$ cat config.mk
export PLATFORM = sky130hd
export DESIGN_NAME = wilder_rsi_indicator_unit_flat
export DESIGN_NICKNAME = d
export VERILOG_FILES = /design/src/rtl/core/wrsi_pkg.sv /design/src/rtl/core/wrsi_channels.sv /design/src/rtl/core/wrsi_serdiv.sv /design/src/rtl/core/wilder_rsi_indicator_unit.sv /design/src/flat_wrapper.sv
export SDC_FILE = /design/constraint.sdc
export NUM_CORES = 2
export LEC_CHECK = 0
export ABC_CLOCK_PERIOD_IN_PS = 9800
export BUFFER_PORTS_ARGS = -buffer_cell sky130_fd_sc_hd__clkbuf_2
export CAP_MARGIN = 20
export CORE_MARGIN = 3
export CORE_UTILIZATION = 35
export DETAILED_ROUTE_END_ITERATION = 10
export PLACE_DENSITY_LB_ADDON = 0.2
export SKIP_LAST_GASP = 1
export SLEW_MARGIN = 30
export SYNTH_ARGS = -nofsm -noshare
export SYNTH_HDL_FRONTEND = slang
export SYNTH_SLANG_ARGS = --single-unit
$ cat constraint.sdc
create_clock -name clock -period 9.8 [get_ports clock]
set_clock_uncertainty 0.2 [all_clocks]
set_input_delay 0.98 -clock clock [delete_from_list [all_inputs] [get_ports clock]]
set_output_delay 0.98 -clock clock [all_outputs]
set_load 0.02 [all_outputs]
$ cat src/rtl/core/wrsi_pkg.sv
// shared widths, constants and types of the wilder rsi indicator unit
// no dependencies; used by the interfaces, the divider, the top level and the checker
package wrsi_pkg;

   // field and state widths
   localparam int PRICE_BITS    = 32;
   localparam int FRACTION_BITS = 16;
   localparam int AVG_BITS      = 64;
   localparam int PERIOD_BITS   = 16;
   localparam int DATE_BITS     = 32;
   localparam int RSI_BITS      = 23;

   // serial divider: averages plus fraction bits, one quotient bit per cycle
   localparam int DIV_BITS       = AVG_BITS + FRACTION_BITS;
   localparam int DIV_COUNT_BITS = $clog2(DIV_BITS + 1);

   // rsi long division steps, one per bit of the full scale constant
   localparam int RSI_STEPS = RSI_BITS;
   localparam int STEP_BITS = $clog2(RSI_STEPS);

   // 100 percent and 50 percent in units of 1/65536 percent
   localparam logic [RSI_BITS-1:0] RSI_FULL = RSI_BITS'(6553600);
   localparam logic [RSI_BITS-1:0] RSI_HALF = RSI_BITS'(3276800);

   localparam logic [PERIOD_BITS-1:0] PERIOD_RESET = PERIOD_BITS'(14);

   // divider result seen by the sequencer
   typedef struct packed {
      logic                   done;
      logic [DIV_BITS-1:0]    quotient;
      logic [PERIOD_BITS-1:0] remainder;
   } div_result_type;

endpackage

$ cat src/rtl/core/wrsi_channels.sv
// valid/ready channel interfaces of the wilder rsi indicator unit
// depends on wrsi_pkg for the payload widths

// bar input channel
interface wrsi_req_if;
   logic                             valid;
   logic                             ready;
   logic [31:0]                      close_price;
   logic [wrsi_pkg::DATE_BITS-1:0]   bar_date;
   logic                             series_start;

   modport source (output valid, output close_price, output bar_date,
                   output series_start, input ready);
   modport sink (input valid, input close_price, input bar_date,
                 input series_start, output ready);
endinterface

// rsi result channel
interface wrsi_rsp_if;
   logic                             valid;
   logic                             ready;
   logic [wrsi_pkg::RSI_BITS-1:0]    rsi_value;
   logic                             rsi_valid;
   logic [wrsi_pkg::DATE_BITS-1:0]   date_out;

   modport source (output valid, output rsi_value, output rsi_valid,
                   output date_out, input ready);
   modport sink (input valid, input rsi_value, input rsi_valid,
                 input date_out, output ready);
endinterface

// smoothing period write channel
interface wrsi_csr_if;
   logic                             valid;
   logic                             ready;
   logic [wrsi_pkg::PERIOD_BITS-1:0] data;

   modport source (output valid, output data, input ready);
   modport sink (input valid, input data, output ready);
endinterface

$ cat src/rtl/core/wrsi_serdiv.sv
// restoring serial divider, one quotient bit per cycle, narrow remainder
// depends on wrsi_pkg for widths and the result struct
module wrsi_serdiv (
   input  logic                             clock,
   input  logic                             reset,
   input  logic                             start,
   input  logic [wrsi_pkg::DIV_BITS-1:0]    dividend,
   input  logic [wrsi_pkg::PERIOD_BITS-1:0] divisor,
   output wrsi_pkg::div_result_type         result
);

   logic [wrsi_pkg::DIV_BITS-1:0]       work_ff, work_in;
   logic [wrsi_pkg::PERIOD_BITS-1:0]    rem_ff, rem_in;
   logic [wrsi_pkg::PERIOD_BITS-1:0]    dvs_ff, dvs_in;
   logic [wrsi_pkg::DIV_COUNT_BITS-1:0] count_ff, count_in;
   logic                                busy_ff, busy_in;
   logic                                done_ff, done_in;

   logic [wrsi_pkg::PERIOD_BITS:0]      trial;
   logic [wrsi_pkg::PERIOD_BITS:0]      diff;

   // trial subtract of the divisor from the shifted remainder
   assign trial = {rem_ff, work_ff[wrsi_pkg::DIV_BITS-1]};
   assign diff  = trial - {1'b0, dvs_ff};

   // dividend shifts out at the top while quotient bits shift in below
   always_comb begin
      work_in  = work_ff;
      rem_in   = rem_ff;
      dvs_in   = dvs_ff;
      count_in = count_ff;
      busy_in  = busy_ff;
      done_in  = 1'b0;
      if (busy_ff) begin
         work_in  = {work_ff[wrsi_pkg::DIV_BITS-2:0], ~diff[wrsi_pkg::PERIOD_BITS]};
         rem_in   = diff[wrsi_pkg::PERIOD_BITS] ? trial[wrsi_pkg::PERIOD_BITS-1:0]
                                                : diff[wrsi_pkg::PERIOD_BITS-1:0];
         count_in = count_ff - wrsi_pkg::DIV_COUNT_BITS'(1);
         if (count_ff == wrsi_pkg::DIV_COUNT_BITS'(1)) begin
            busy_in = 1'b0;
            done_in = 1'b1;
         end
      end else if (start) begin
         work_in  = dividend;
         rem_in   = '0;
         dvs_in   = divisor;
         count_in = wrsi_pkg::DIV_COUNT_BITS'(wrsi_pkg::DIV_BITS);
         busy_in  = 1'b1;
      end
   end

   always_ff @(posedge clock) begin
      work_ff  <= work_in;
      rem_ff   <= rem_in;
      dvs_ff   <= dvs_in;
      count_ff <= count_in;
      if (reset) begin
         busy_ff <= 1'b0;
         done_ff <= 1'b0;
      end else begin
         busy_ff <= busy_in;
         done_ff <= done_in;
      end
   end

   assign result.done      = done_ff;
   assign result.quotient  = work_ff;
   assign result.remainder = rem_ff;

endmodule

$ cat src/rtl/core/wilder_rsi_indicator_unit.sv
// top level of the wilder rsi indicator: bar sequencer, averages and rsi division
// depends on wrsi_pkg, the channel interfaces in wrsi_channels and wrsi_serdiv
//
// usage:
//   req_bus carries one bar per transaction: close_price, bar_date, series_start.
//   rsp_bus returns one result per bar: rsi_value, rsi_valid, date_out.
//   csr_bus writes the smoothing period (0 acts as 1); write it only while idle.
// sequence from accepting edge to result valid:
//   a series start passes prep and finish, a warmup bar prep, load and finish,
//   and a bar with no loss skips the sum and the rsi long division. other bars
//   pass setup, the two parallel serial dividers (80 quotient bits one a cycle,
//   plus the done flag), update, overflow check and sum, 26 rsi long division
//   steps (23 quotient bits plus 3 add steps) and the output load; one bar at a
//   time, so the next bar is taken no sooner than the cycle after that load.
// reset:
//   synchronous; the period returns to 14, the history is dropped so the next
//   bar starts a series, and the result register empties.
// stalls:
//   a finished result waits in the output register; the next bar is accepted
//   and worked on meanwhile, and its result waits until the register is free.
module wilder_rsi_indicator_unit (
   input logic        clock,
   input logic        reset,
   wrsi_req_if.sink   req_bus,
   wrsi_rsp_if.source rsp_bus,
   wrsi_csr_if.sink   csr_bus
);

   typedef enum logic [3:0] {
      ST_IDLE,
      ST_PREP,
      ST_LOAD,
      ST_DIVIDE,
      ST_UPDATE,
      ST_RSI_INIT,
      ST_RSI_SUM,
      ST_RSI_A,
      ST_RSI_B,
      ST_FINISH
   } state_type;

   typedef enum logic [1:0] {
      MODE_ACC,
      MODE_FIRST,
      MODE_SMOOTH
   } mode_type;

   state_type                          state_ff, state_in;
   mode_type                           mode_ff, mode_in;
   logic [wrsi_pkg::PERIOD_BITS-1:0]   period_ff, period_in;
   logic [wrsi_pkg::PERIOD_BITS-1:0]   p_ff, p_in;
   logic [wrsi_pkg::PERIOD_BITS-1:0]   bars_ff, bars_in;
   logic [wrsi_pkg::PRICE_BITS-1:0]    price_ff, price_in;
   logic [wrsi_pkg::PRICE_BITS-1:0]    prev_ff, prev_in;
   logic [wrsi_pkg::PRICE_BITS-1:0]    gain_ff, gain_in;
   logic [wrsi_pkg::PRICE_BITS-1:0]    loss_ff, loss_in;
   logic [wrsi_pkg::DATE_BITS-1:0]     date_ff, date_in;
   logic                               restart_ff, restart_in;
   logic                               hist_ff, hist_in;
   logic                               bar_valid_ff, bar_valid_in;
   logic                               gain_up_ff, gain_up_in;
   logic                               loss_up_ff, loss_up_in;
   logic [wrsi_pkg::AVG_BITS-1:0]      avg_gain_ff, avg_gain_in;
   logic [wrsi_pkg::AVG_BITS-1:0]      avg_loss_ff, avg_loss_in;
   logic [wrsi_pkg::AVG_BITS-1:0]      g_ff, g_in;
   logic [wrsi_pkg::AVG_BITS-1:0]      l_ff, l_in;
   logic [wrsi_pkg::AVG_BITS-1:0]      s_ff, s_in;
   logic [wrsi_pkg::AVG_BITS-1:0]      r_ff, r_in;
   logic [wrsi_pkg::RSI_BITS-1:0]      q_ff, q_in;
   logic [wrsi_pkg::STEP_BITS-1:0]     bit_ff, bit_in;
   logic                               rsp_valid_ff, rsp_valid_in;
   logic                               rsp_flag_ff, rsp_flag_in;
   logic [wrsi_pkg::RSI_BITS-1:0]      rsp_value_ff, rsp_value_in;
   logic [wrsi_pkg::DATE_BITS-1:0]     rsp_date_ff, rsp_date_in;

   logic                               div_start;
   logic [wrsi_pkg::DIV_BITS-1:0]      div_gain_dvd, div_loss_dvd;
   wrsi_pkg::div_result_type           div_gain_res, div_loss_res;

   logic [wrsi_pkg::AVG_BITS-1:0]      sum_gain, sum_loss;
   logic [wrsi_pkg::AVG_BITS-1:0]      x_gain, x_loss;
   logic [wrsi_pkg::AVG_BITS:0]        up_gain, up_loss;
   logic [wrsi_pkg::AVG_BITS-1:0]      dn_gain, dn_loss;

   // saturating add of a price change to a running sum
   function automatic logic [wrsi_pkg::AVG_BITS-1:0] sat_add(
      input logic [wrsi_pkg::AVG_BITS-1:0]   a,
      input logic [wrsi_pkg::PRICE_BITS-1:0] b
   );
      logic [wrsi_pkg::AVG_BITS:0] sum;
      sum = {1'b0, a} + (wrsi_pkg::AVG_BITS + 1)'(b);
      return sum[wrsi_pkg::AVG_BITS] ? '1 : sum[wrsi_pkg::AVG_BITS-1:0];
   endfunction

   // price change to fixed point, saturating
   function automatic logic [wrsi_pkg::AVG_BITS-1:0] to_fixed(
      input logic [wrsi_pkg::PRICE_BITS-1:0] x
   );
      logic [wrsi_pkg::DIV_BITS-1:0] wide;
      wide = wrsi_pkg::DIV_BITS'(x) << wrsi_pkg::FRACTION_BITS;
      return (wide[wrsi_pkg::DIV_BITS-1:wrsi_pkg::AVG_BITS] != '0)
             ? '1 : wide[wrsi_pkg::AVG_BITS-1:0];
   endfunction

   // divider operands: scaled sums for the first average, distances for smoothing
   always_comb begin
      sum_gain = sat_add(avg_gain_ff, gain_ff);
      sum_loss = sat_add(avg_loss_ff, loss_ff);
      x_gain   = to_fixed(gain_ff);
      x_loss   = to_fixed(loss_ff);
      up_gain  = {1'b0, x_gain} - {1'b0, avg_gain_ff};
      up_loss  = {1'b0, x_loss} - {1'b0, avg_loss_ff};
      dn_gain  = avg_gain_ff - x_gain;
      dn_loss  = avg_loss_ff - x_loss;
      if (mode_ff == MODE_FIRST) begin
         div_gain_dvd = {sum_gain, {wrsi_pkg::FRACTION_BITS{1'b0}}};
         div_loss_dvd = {sum_loss, {wrsi_pkg::FRACTION_BITS{1'b0}}};
      end else begin
         div_gain_dvd = wrsi_pkg::DIV_BITS'(up_gain[wrsi_pkg::AVG_BITS]
                        ? dn_gain : up_gain[wrsi_pkg::AVG_BITS-1:0]);
         div_loss_dvd = wrsi_pkg::DIV_BITS'(up_loss[wrsi_pkg::AVG_BITS]
                        ? dn_loss : up_loss[wrsi_pkg::AVG_BITS-1:0]);
      end
   end

   assign div_start = (state_ff == ST_LOAD) && (mode_ff != MODE_ACC);

   // one serial divider each for gain and loss, run side by side
   wrsi_serdiv u_div_gain (
      .clock    (clock),
      .reset    (reset),
      .start    (div_start),
      .dividend (div_gain_dvd),
      .divisor  (p_ff),
      .result   (div_gain_res)
   );

   wrsi_serdiv u_div_loss (
      .clock    (clock),
      .reset    (reset),
      .start    (div_start),
      .dividend (div_loss_dvd),
      .divisor  (p_ff),
      .result   (div_loss_res)
   );

   // bar sequencer
   always_comb begin
      logic [wrsi_pkg::AVG_BITS+1:0] twice_r;
      logic [wrsi_pkg::AVG_BITS:0]   r_less_l;
      logic [wrsi_pkg::AVG_BITS:0]   g_plus_l;
      logic [wrsi_pkg::AVG_BITS-1:0] q_gain, q_loss;
      logic                          last_step;

      state_in     = state_ff;
      mode_in      = mode_ff;
      period_in    = period_ff;
      p_in         = p_ff;
      bars_in      = bars_ff;
      price_in     = price_ff;
      prev_in      = prev_ff;
      gain_in      = gain_ff;
      loss_in      = loss_ff;
      date_in      = date_ff;
      restart_in   = restart_ff;
      hist_in      = hist_ff;
      bar_valid_in = bar_valid_ff;
      gain_up_in   = gain_up_ff;
      loss_up_in   = loss_up_ff;
      avg_gain_in  = avg_gain_ff;
      avg_loss_in  = avg_loss_ff;
      g_in         = g_ff;
      l_in         = l_ff;
      s_in         = s_ff;
      r_in         = r_ff;
      q_in         = q_ff;
      bit_in       = bit_ff;
      rsp_valid_in = rsp_valid_ff && !rsp_bus.ready;
      rsp_flag_in  = rsp_flag_ff;
      rsp_value_in = rsp_value_ff;
      rsp_date_in  = rsp_date_ff;

      twice_r   = {1'b0, r_ff, 1'b0} - (wrsi_pkg::AVG_BITS + 2)'(s_ff);
      r_less_l  = {1'b0, r_ff} - {1'b0, l_ff};
      g_plus_l  = {1'b0, avg_gain_ff} + {1'b0, avg_loss_ff};
      q_gain    = div_gain_res.quotient[wrsi_pkg::AVG_BITS-1:0];
      q_loss    = div_loss_res.quotient[wrsi_pkg::AVG_BITS-1:0];
      last_step = (bit_ff == '0);

      // period register write
      if (csr_bus.valid) begin
         period_in = csr_bus.data;
      end

      unique case (state_ff)
         ST_IDLE: begin
            if (req_bus.valid) begin
               price_in   = wrsi_pkg::PRICE_BITS'(req_bus.close_price);
               date_in    = req_bus.bar_date;
               restart_in = req_bus.series_start;
               p_in       = (period_ff == '0) ? wrsi_pkg::PERIOD_BITS'(1) : period_ff;
               state_in   = ST_PREP;
            end
         end
         // new series, or price change and choice of warmup, first average or smoothing
         ST_PREP: begin
            prev_in = price_ff;
            if (restart_ff || !hist_ff) begin
               hist_in      = 1'b1;
               avg_gain_in  = '0;
               avg_loss_in  = '0;
               bars_in      = '0;
               bar_valid_in = 1'b0;
               q_in         = '0;
               state_in     = ST_FINISH;
            end else begin
               gain_in  = (price_ff > prev_ff) ? price_ff - prev_ff : '0;
               loss_in  = (price_ff > prev_ff) ? '0 : prev_ff - price_ff;
               state_in = ST_LOAD;
               if (bars_ff >= p_ff) begin
                  mode_in = MODE_SMOOTH;
                  bars_in = p_ff;
               end else if (({1'b0, bars_ff} + (wrsi_pkg::PERIOD_BITS + 1)'(1))
                            < {1'b0, p_ff}) begin
                  mode_in = MODE_ACC;
                  bars_in = bars_ff + wrsi_pkg::PERIOD_BITS'(1);
               end else begin
                  mode_in = MODE_FIRST;
                  bars_in = p_ff;
               end
            end
         end
         // warmup sums, or divider launch
         ST_LOAD: begin
            if (mode_ff == MODE_ACC) begin
               avg_gain_in  = sum_gain;
               avg_loss_in  = sum_loss;
               bar_valid_in = 1'b0;
               q_in         = '0;
               state_in     = ST_FINISH;
            end else begin
               gain_up_in   = !up_gain[wrsi_pkg::AVG_BITS];
               loss_up_in   = !up_loss[wrsi_pkg::AVG_BITS];
               bar_valid_in = 1'b1;
               state_in     = ST_DIVIDE;
            end
         end
         ST_DIVIDE: begin
            if (div_gain_res.done && div_loss_res.done) begin
               state_in = ST_UPDATE;
            end
         end
         // new averages from the quotients
         ST_UPDATE: begin
            if (mode_ff == MODE_FIRST) begin
               avg_gain_in = (div_gain_res.quotient[wrsi_pkg::DIV_BITS-1:wrsi_pkg::AVG_BITS]
                              != '0) ? '1 : q_gain;
               avg_loss_in = (div_loss_res.quotient[wrsi_pkg::DIV_BITS-1:wrsi_pkg::AVG_BITS]
                              != '0) ? '1 : q_loss;
            end else begin
               avg_gain_in = gain_up_ff ? avg_gain_ff + q_gain
                           : avg_gain_ff - q_gain
                             - wrsi_pkg::AVG_BITS'(div_gain_res.remainder != '0);
               avg_loss_in = loss_up_ff ? avg_loss_ff + q_loss
                           : avg_loss_ff - q_loss
                             - wrsi_pkg::AVG_BITS'(div_loss_res.remainder != '0);
            end
            state_in = ST_RSI_INIT;
         end
         // no-loss cases, and halving when gain plus loss overflows
         ST_RSI_INIT: begin
            if (avg_loss_ff == '0) begin
               q_in     = (avg_gain_ff == '0) ? wrsi_pkg::RSI_HALF : wrsi_pkg::RSI_FULL;
               state_in = ST_FINISH;
            end else begin
               g_in     = g_plus_l[wrsi_pkg::AVG_BITS] ? avg_gain_ff >> 1 : avg_gain_ff;
               l_in     = g_plus_l[wrsi_pkg::AVG_BITS] ? avg_loss_ff >> 1 : avg_loss_ff;
               state_in = ST_RSI_SUM;
            end
         end
         ST_RSI_SUM: begin
            s_in     = g_ff + l_ff;
            r_in     = '0;
            q_in     = '0;
            bit_in   = wrsi_pkg::STEP_BITS'(wrsi_pkg::RSI_STEPS - 1);
            state_in = ST_RSI_A;
         end
         // doubling step of the long division
         ST_RSI_A: begin
            r_in = twice_r[wrsi_pkg::AVG_BITS+1] ? {r_ff[wrsi_pkg::AVG_BITS-2:0], 1'b0}
                                                 : twice_r[wrsi_pkg::AVG_BITS-1:0];
            q_in = {q_ff[wrsi_pkg::RSI_BITS-2:0], ~twice_r[wrsi_pkg::AVG_BITS+1]};
            if (wrsi_pkg::RSI_FULL[bit_ff]) begin
               state_in = ST_RSI_B;
            end else if (last_step) begin
               state_in = ST_FINISH;
            end else begin
               bit_in = bit_ff - wrsi_pkg::STEP_BITS'(1);
            end
         end
         // add step of the gain for a set bit of the full scale
         ST_RSI_B: begin
            if (!r_less_l[wrsi_pkg::AVG_BITS]) begin
               r_in = r_less_l[wrsi_pkg::AVG_BITS-1:0];
               q_in = q_ff + wrsi_pkg::RSI_BITS'(1);
            end else begin
               r_in = r_ff + g_ff;
            end
            if (last_step) begin
               state_in = ST_FINISH;
            end else begin
               bit_in   = bit_ff - wrsi_pkg::STEP_BITS'(1);
               state_in = ST_RSI_A;
            end
         end
         // hand the result to the output register once it is free
         ST_FINISH: begin
            if (!rsp_valid_ff || rsp_bus.ready) begin
               rsp_valid_in = 1'b1;
               rsp_flag_in  = bar_valid_ff;
               rsp_value_in = q_ff;
               rsp_date_in  = date_ff;
               state_in     = ST_IDLE;
            end
         end
         default: begin
            state_in = ST_IDLE;
         end
      endcase
   end

   always_ff @(posedge clock) begin
      mode_ff      <= mode_in;
      p_ff         <= p_in;
      price_ff     <= price_in;
      prev_ff      <= prev_in;
      gain_ff      <= gain_in;
      loss_ff      <= loss_in;
      date_ff      <= date_in;
      restart_ff   <= restart_in;
      bar_valid_ff <= bar_valid_in;
      gain_up_ff   <= gain_up_in;
      loss_up_ff   <= loss_up_in;
      avg_gain_ff  <= avg_gain_in;
      avg_loss_ff  <= avg_loss_in;
      g_ff         <= g_in;
      l_ff         <= l_in;
      s_ff         <= s_in;
      r_ff         <= r_in;
      q_ff         <= q_in;
      bit_ff       <= bit_in;
      rsp_flag_ff  <= rsp_flag_in;
      rsp_value_ff <= rsp_value_in;
      rsp_date_ff  <= rsp_date_in;
      if (reset) begin
         state_ff     <= ST_IDLE;
         period_ff    <= wrsi_pkg::PERIOD_RESET;
         bars_ff      <= '0;
         hist_ff      <= 1'b0;
         rsp_valid_ff <= 1'b0;
      end else begin
         state_ff     <= state_in;
         period_ff    <= period_in;
         bars_ff      <= bars_in;
         hist_ff      <= hist_in;
         rsp_valid_ff <= rsp_valid_in;
      end
   end

   // channel outputs
   assign req_bus.ready     = (state_ff == ST_IDLE);
   assign csr_bus.ready     = 1'b1;
   assign rsp_bus.valid     = rsp_valid_ff;
   assign rsp_bus.rsi_value = rsp_value_ff;
   assign rsp_bus.rsi_valid = rsp_flag_ff;
   assign rsp_bus.date_out  = rsp_date_ff;

endmodule

$ cat src/flat_wrapper.sv
// flat-port wrapper written by rule: the top's interface ports become plain ports
module wilder_rsi_indicator_unit_flat 
  (clock, reset, req_bus_valid, req_bus_close_price, req_bus_bar_date, req_bus_series_start, req_bus_ready, rsp_bus_valid, rsp_bus_rsi_value, rsp_bus_rsi_valid, rsp_bus_date_out, rsp_bus_ready, csr_bus_valid, csr_bus_data, csr_bus_ready);
  wrsi_req_if req_bus_i ();
  wrsi_rsp_if rsp_bus_i ();
  wrsi_csr_if csr_bus_i ();
  input logic clock;
  input logic reset;
  input wire logic [$bits(req_bus_i.valid)-1:0] req_bus_valid;
  input wire logic [$bits(req_bus_i.close_price)-1:0] req_bus_close_price;
  input wire logic [$bits(req_bus_i.bar_date)-1:0] req_bus_bar_date;
  input wire logic [$bits(req_bus_i.series_start)-1:0] req_bus_series_start;
  output wire logic [$bits(req_bus_i.ready)-1:0] req_bus_ready;
  output wire logic [$bits(rsp_bus_i.valid)-1:0] rsp_bus_valid;
  output wire logic [$bits(rsp_bus_i.rsi_value)-1:0] rsp_bus_rsi_value;
  output wire logic [$bits(rsp_bus_i.rsi_valid)-1:0] rsp_bus_rsi_valid;
  output wire logic [$bits(rsp_bus_i.date_out)-1:0] rsp_bus_date_out;
  input wire logic [$bits(rsp_bus_i.ready)-1:0] rsp_bus_ready;
  input wire logic [$bits(csr_bus_i.valid)-1:0] csr_bus_valid;
  input wire logic [$bits(csr_bus_i.data)-1:0] csr_bus_data;
  output wire logic [$bits(csr_bus_i.ready)-1:0] csr_bus_ready;
  assign req_bus_i.valid = req_bus_valid;
  assign req_bus_i.close_price = req_bus_close_price;
  assign req_bus_i.bar_date = req_bus_bar_date;
  assign req_bus_i.series_start = req_bus_series_start;
  assign req_bus_ready = req_bus_i.ready;
  assign rsp_bus_valid = rsp_bus_i.valid;
  assign rsp_bus_rsi_value = rsp_bus_i.rsi_value;
  assign rsp_bus_rsi_valid = rsp_bus_i.rsi_valid;
  assign rsp_bus_date_out = rsp_bus_i.date_out;
  assign rsp_bus_i.ready = rsp_bus_ready;
  assign csr_bus_i.valid = csr_bus_valid;
  assign csr_bus_i.data = csr_bus_data;
  assign csr_bus_ready = csr_bus_i.ready;
  wilder_rsi_indicator_unit u_core (.clock(clock), .reset(reset), .req_bus(req_bus_i), .rsp_bus(rsp_bus_i), .csr_bus(csr_bus_i));
endmodule
==> metrics <==
Hold Vio Cnt, Final=0; type of element launching the critical path=flip-flop; top area cells in the synthesized netlist=edfxtp_1 (29%), ha_1 (14%), a21oi_1 (5.4%); Clk pwr share=11.2%; Sw Ratio=54.0%; count of final setup violators=0; RePlAce Congestion=0.996; Final ANT Viol Nets=0; number of port buffers=143; worst vdd ir=0.000411 V; total grt overflow=0; die width=521 um; Critical Path Start=u_core.u_div_loss.rem_ff[11]; pin slew with the least headroom to its limit=1.16 ns; Post-Synthesis Cells=11100; CTS sink count=931; pre-CTS setup slack=3.42 ns; leak pwr=0.0414 uW; Core Area=263000 um^2; DR iter-0 viols=9077; crit end category=flip-flop; Post-synth EDFFs=888; crit path cell chain=nor4_1 > nand4_1 > fa_1 > inv_1 > ha_1 > or2_2 > fa_1 > nand2b_1 > a2111oi_0 > nor3b_1 > a31oi_1 > a21oi_1 > o41ai_1 > o21ai_1 > a21oi_1 > xnor2_1 > a221oi_1 > o21ai_0; # nets final=12100; Slew headroom=21.6%; FFs w/ async S/R, synth=0%; Synth area leader=edfxtp_1; status=finished clean; YS warnings=0; Syn-to-layout area delta=8.96%; clk root buf=clkbuf_16; hold_buf cts=0; vias per std cell=6.00; Hold Crit Start=req_bus_close_price[4]; Mapped Nets=12200; WL final=392000 um; Cell Area, Synth=92900 um^2; clk_lat worst skew=0.82 ns; hold path depth=1; share of cells above drive strength 1=5.51%; # H-tree levels=3; Max Buffers Root-to-Sink=3; antenna violations before repair=16; final setup margin=3.32 ns; Synth top area share=28.7%; WS Path Type=flip-flop to flip-flop; syn avg cell area=8.40 um^2; Detailed Routing Iterations Pass 1=9; Seq cells post-synth=931; largest net degree at the start of global routing=104; post-CTS sizing=0; sequential share of power=20.0%; Top Ports=145; DRC=0; Reg2Reg Depth=18; top cells by count, synth=ha_1 (1016), a21oi_1 (1001), inv_1 (910); Post-DP HPWL=318000 um; Max FO, Critical Path=5; Seq/Total Area, Yosys=29.6%; CTS buffer count=116; Worst-path clk slew=0.06 ns; number of max-cap violations=0; wire per inst=26.9 um; fmax=154 MHz; die area=272000 um^2; Critical Path RT=10.15 ns; Setup Buffers After CTS=0; Total GRT Usage=27.7%; slowest cell delay on critical path=0.61 ns; CTS tree=done; setup TNS=0 ns; Pins Over Slew Limit=0; slowest CP cell=o41ai_1; Psw=21500 uW; Critical R2R Launch=u_core.u_div_loss.rem_ff[11]; via count of the first global-routing pass=83900; Critical Path AT=6.83 ns; RSZ-0062 raised after global routing=no; type of the most critical hold path=input port to flip-flop; pwr dens=394 nW/um^2; cell with the most instances after synthesis=ha_1; Rows=188; min cycle time layout=6.48 ns; Starting Density=35.3%; power share of the combinational group=68.8%; Vias=87300; Tcrit/Tclk final=66.1%; Netlist cell types=100; dominant synthesized flop cell=edfxtp_1; Die H=521 um; Int Power=18300 uW; first-pass GRT wire length=567000 um
## logic make-up (layout without fill, tap and decap cells)
family	count (synthesis)	after routing	share of synthesized area, %
flops	931	931	29.6
mux	269	269	2.93
xor+xnor	718	718	6.77
fa+ha+maj	1034	1034	14.1
simple gates	3094	3094	15.9
other cells	1	5	0.00403
buf+inv	1425	1396	5.79
compound gates	3599	3599	25.0
## worst max-delay path, delay by kind of cell, from the launching register on
family,cells,cell delay [ns]
AND/OR/NAND/NOR,5,1.45
XOR/XNOR,1,0.10
flip-flops,1,0.42
adder cells (fa/ha/maj),3,1.10
AO/OA/AOI/OAI,8,2.93
buffers and inverters,1,0.05
## worst paths after layout
check	end	slack (ns)
setup / recovery	u_core.avg_loss_ff[56]	3.32
hold / removal	u_core.price_ff[4]	0.15
setup reg to reg	u_core.avg_loss_ff[56]	3.32
hold reg to reg	u_core.rsp_bus.date_out[9]	0.21
## power by group through the flow
stage / Clock [uW] / Sequential (uW) / Combinational (uW)
finish: 4480 / 7950 / 27400
CTS: 4570 / 7910 / 26900
detailed placement: 0 / 7990 / 26700
global placement: 0 / 7960 / 26700
floorplan: 0 / 7230 / 18400
global route: 4720 / 8000 / 29600
## per-stage QoR
stage | cells | total power [uW] | utilization [%] | area (um^2) | hold slack, ns
floorplan | 11100 | 25600 | - | 92900 | 0.200
global placement | 14300 | 34700 | 37.0 | 97300 | 0.200
detailed placement | 14300 | 34700 | 37.0 | 97300 | 0.205
CTS | 14600 | 39400 | 38.5 | 101000 | 0.0765
global route | 14600 | 42300 | 38.5 | 101000 | 0.119
finish | 14600 | 39900 | 38.5 | 101000 | 0.152
## layer usage
| metal | share of wire, % | routed length (um) | up-vias | GRT usage (%) |
|---|---|---|---|---|
| met1 | 43 | 170000 | 42400 | 37.5 |
| met4 | 5.1 | 20000 | 8 | 12.1 |
| li1 | - | - | 40600 | - |
| met5 | 0.013 | 49 | - | 0 |
| met3 | 6.9 | 27100 | 737 | 3.60 |
| met2 | 44 | 174000 | 3537 | 44.0 |
## cell usage in the layout (no fill, tap or decap), types with 26 or more instances in the layout
master and n:
a211o_1 28, a211oi_1 123, a21boi_0 60, a21o_1 422, a21oi_1 999, a221oi_1 46
a31oi_1 130, a41oi_1 26, and2_1 57, and3_1 94, and4_1 34, buf_4 122
clkbuf_16 120, clkbuf_2 143, dfxtp_1 41, edfxtp_1 888, ha_1 1016, inv_1 906
mux2i_1 248, nand2_1 806, nand2b_1 105, nand3_1 247, nand4_1 188, nor2_1 892
nor2b_1 128, nor3_1 219, nor4_1 112, o211ai_1 85, o21a_1 87, o21ai_0 753
o21bai_1 143, o221ai_1 98, o22ai_1 105, o31a_1 33, o31ai_1 96, or2_2 37
or3_1 59, xnor2_1 509, xor2_1 207
## registers in the layout (all words and copies together) (netlist names), 32 cells and up, named ones only
signal	cells
u_core.u_div_gain.work_ff	80
u_core.u_div_loss.work_ff	80
u_core.avg_gain_ff	64
u_core.avg_loss_ff	64
u_core.g_ff	64
u_core.l_ff	64
u_core.r_ff	64
u_core.s_ff	64
u_core.date_ff	32
u_core.gain_ff	32
u_core.loss_ff	32
u_core.prev_ff	32
u_core.price_ff	32
u_core.rsp_bus.date_out	32
## cell type report
type                       count  area [um^2]
antenna                        4         10.0
multi-input combinational   8715        60300
clock inverter                68          796
sequential                   931        27500
inverter                     915         3440
timing repair buffer         269         1710
tap                         3515         4400
clock buffer                 144         3100
fill                       27000       162000
No activity file was read; power rests on OpenSTA's default activity.
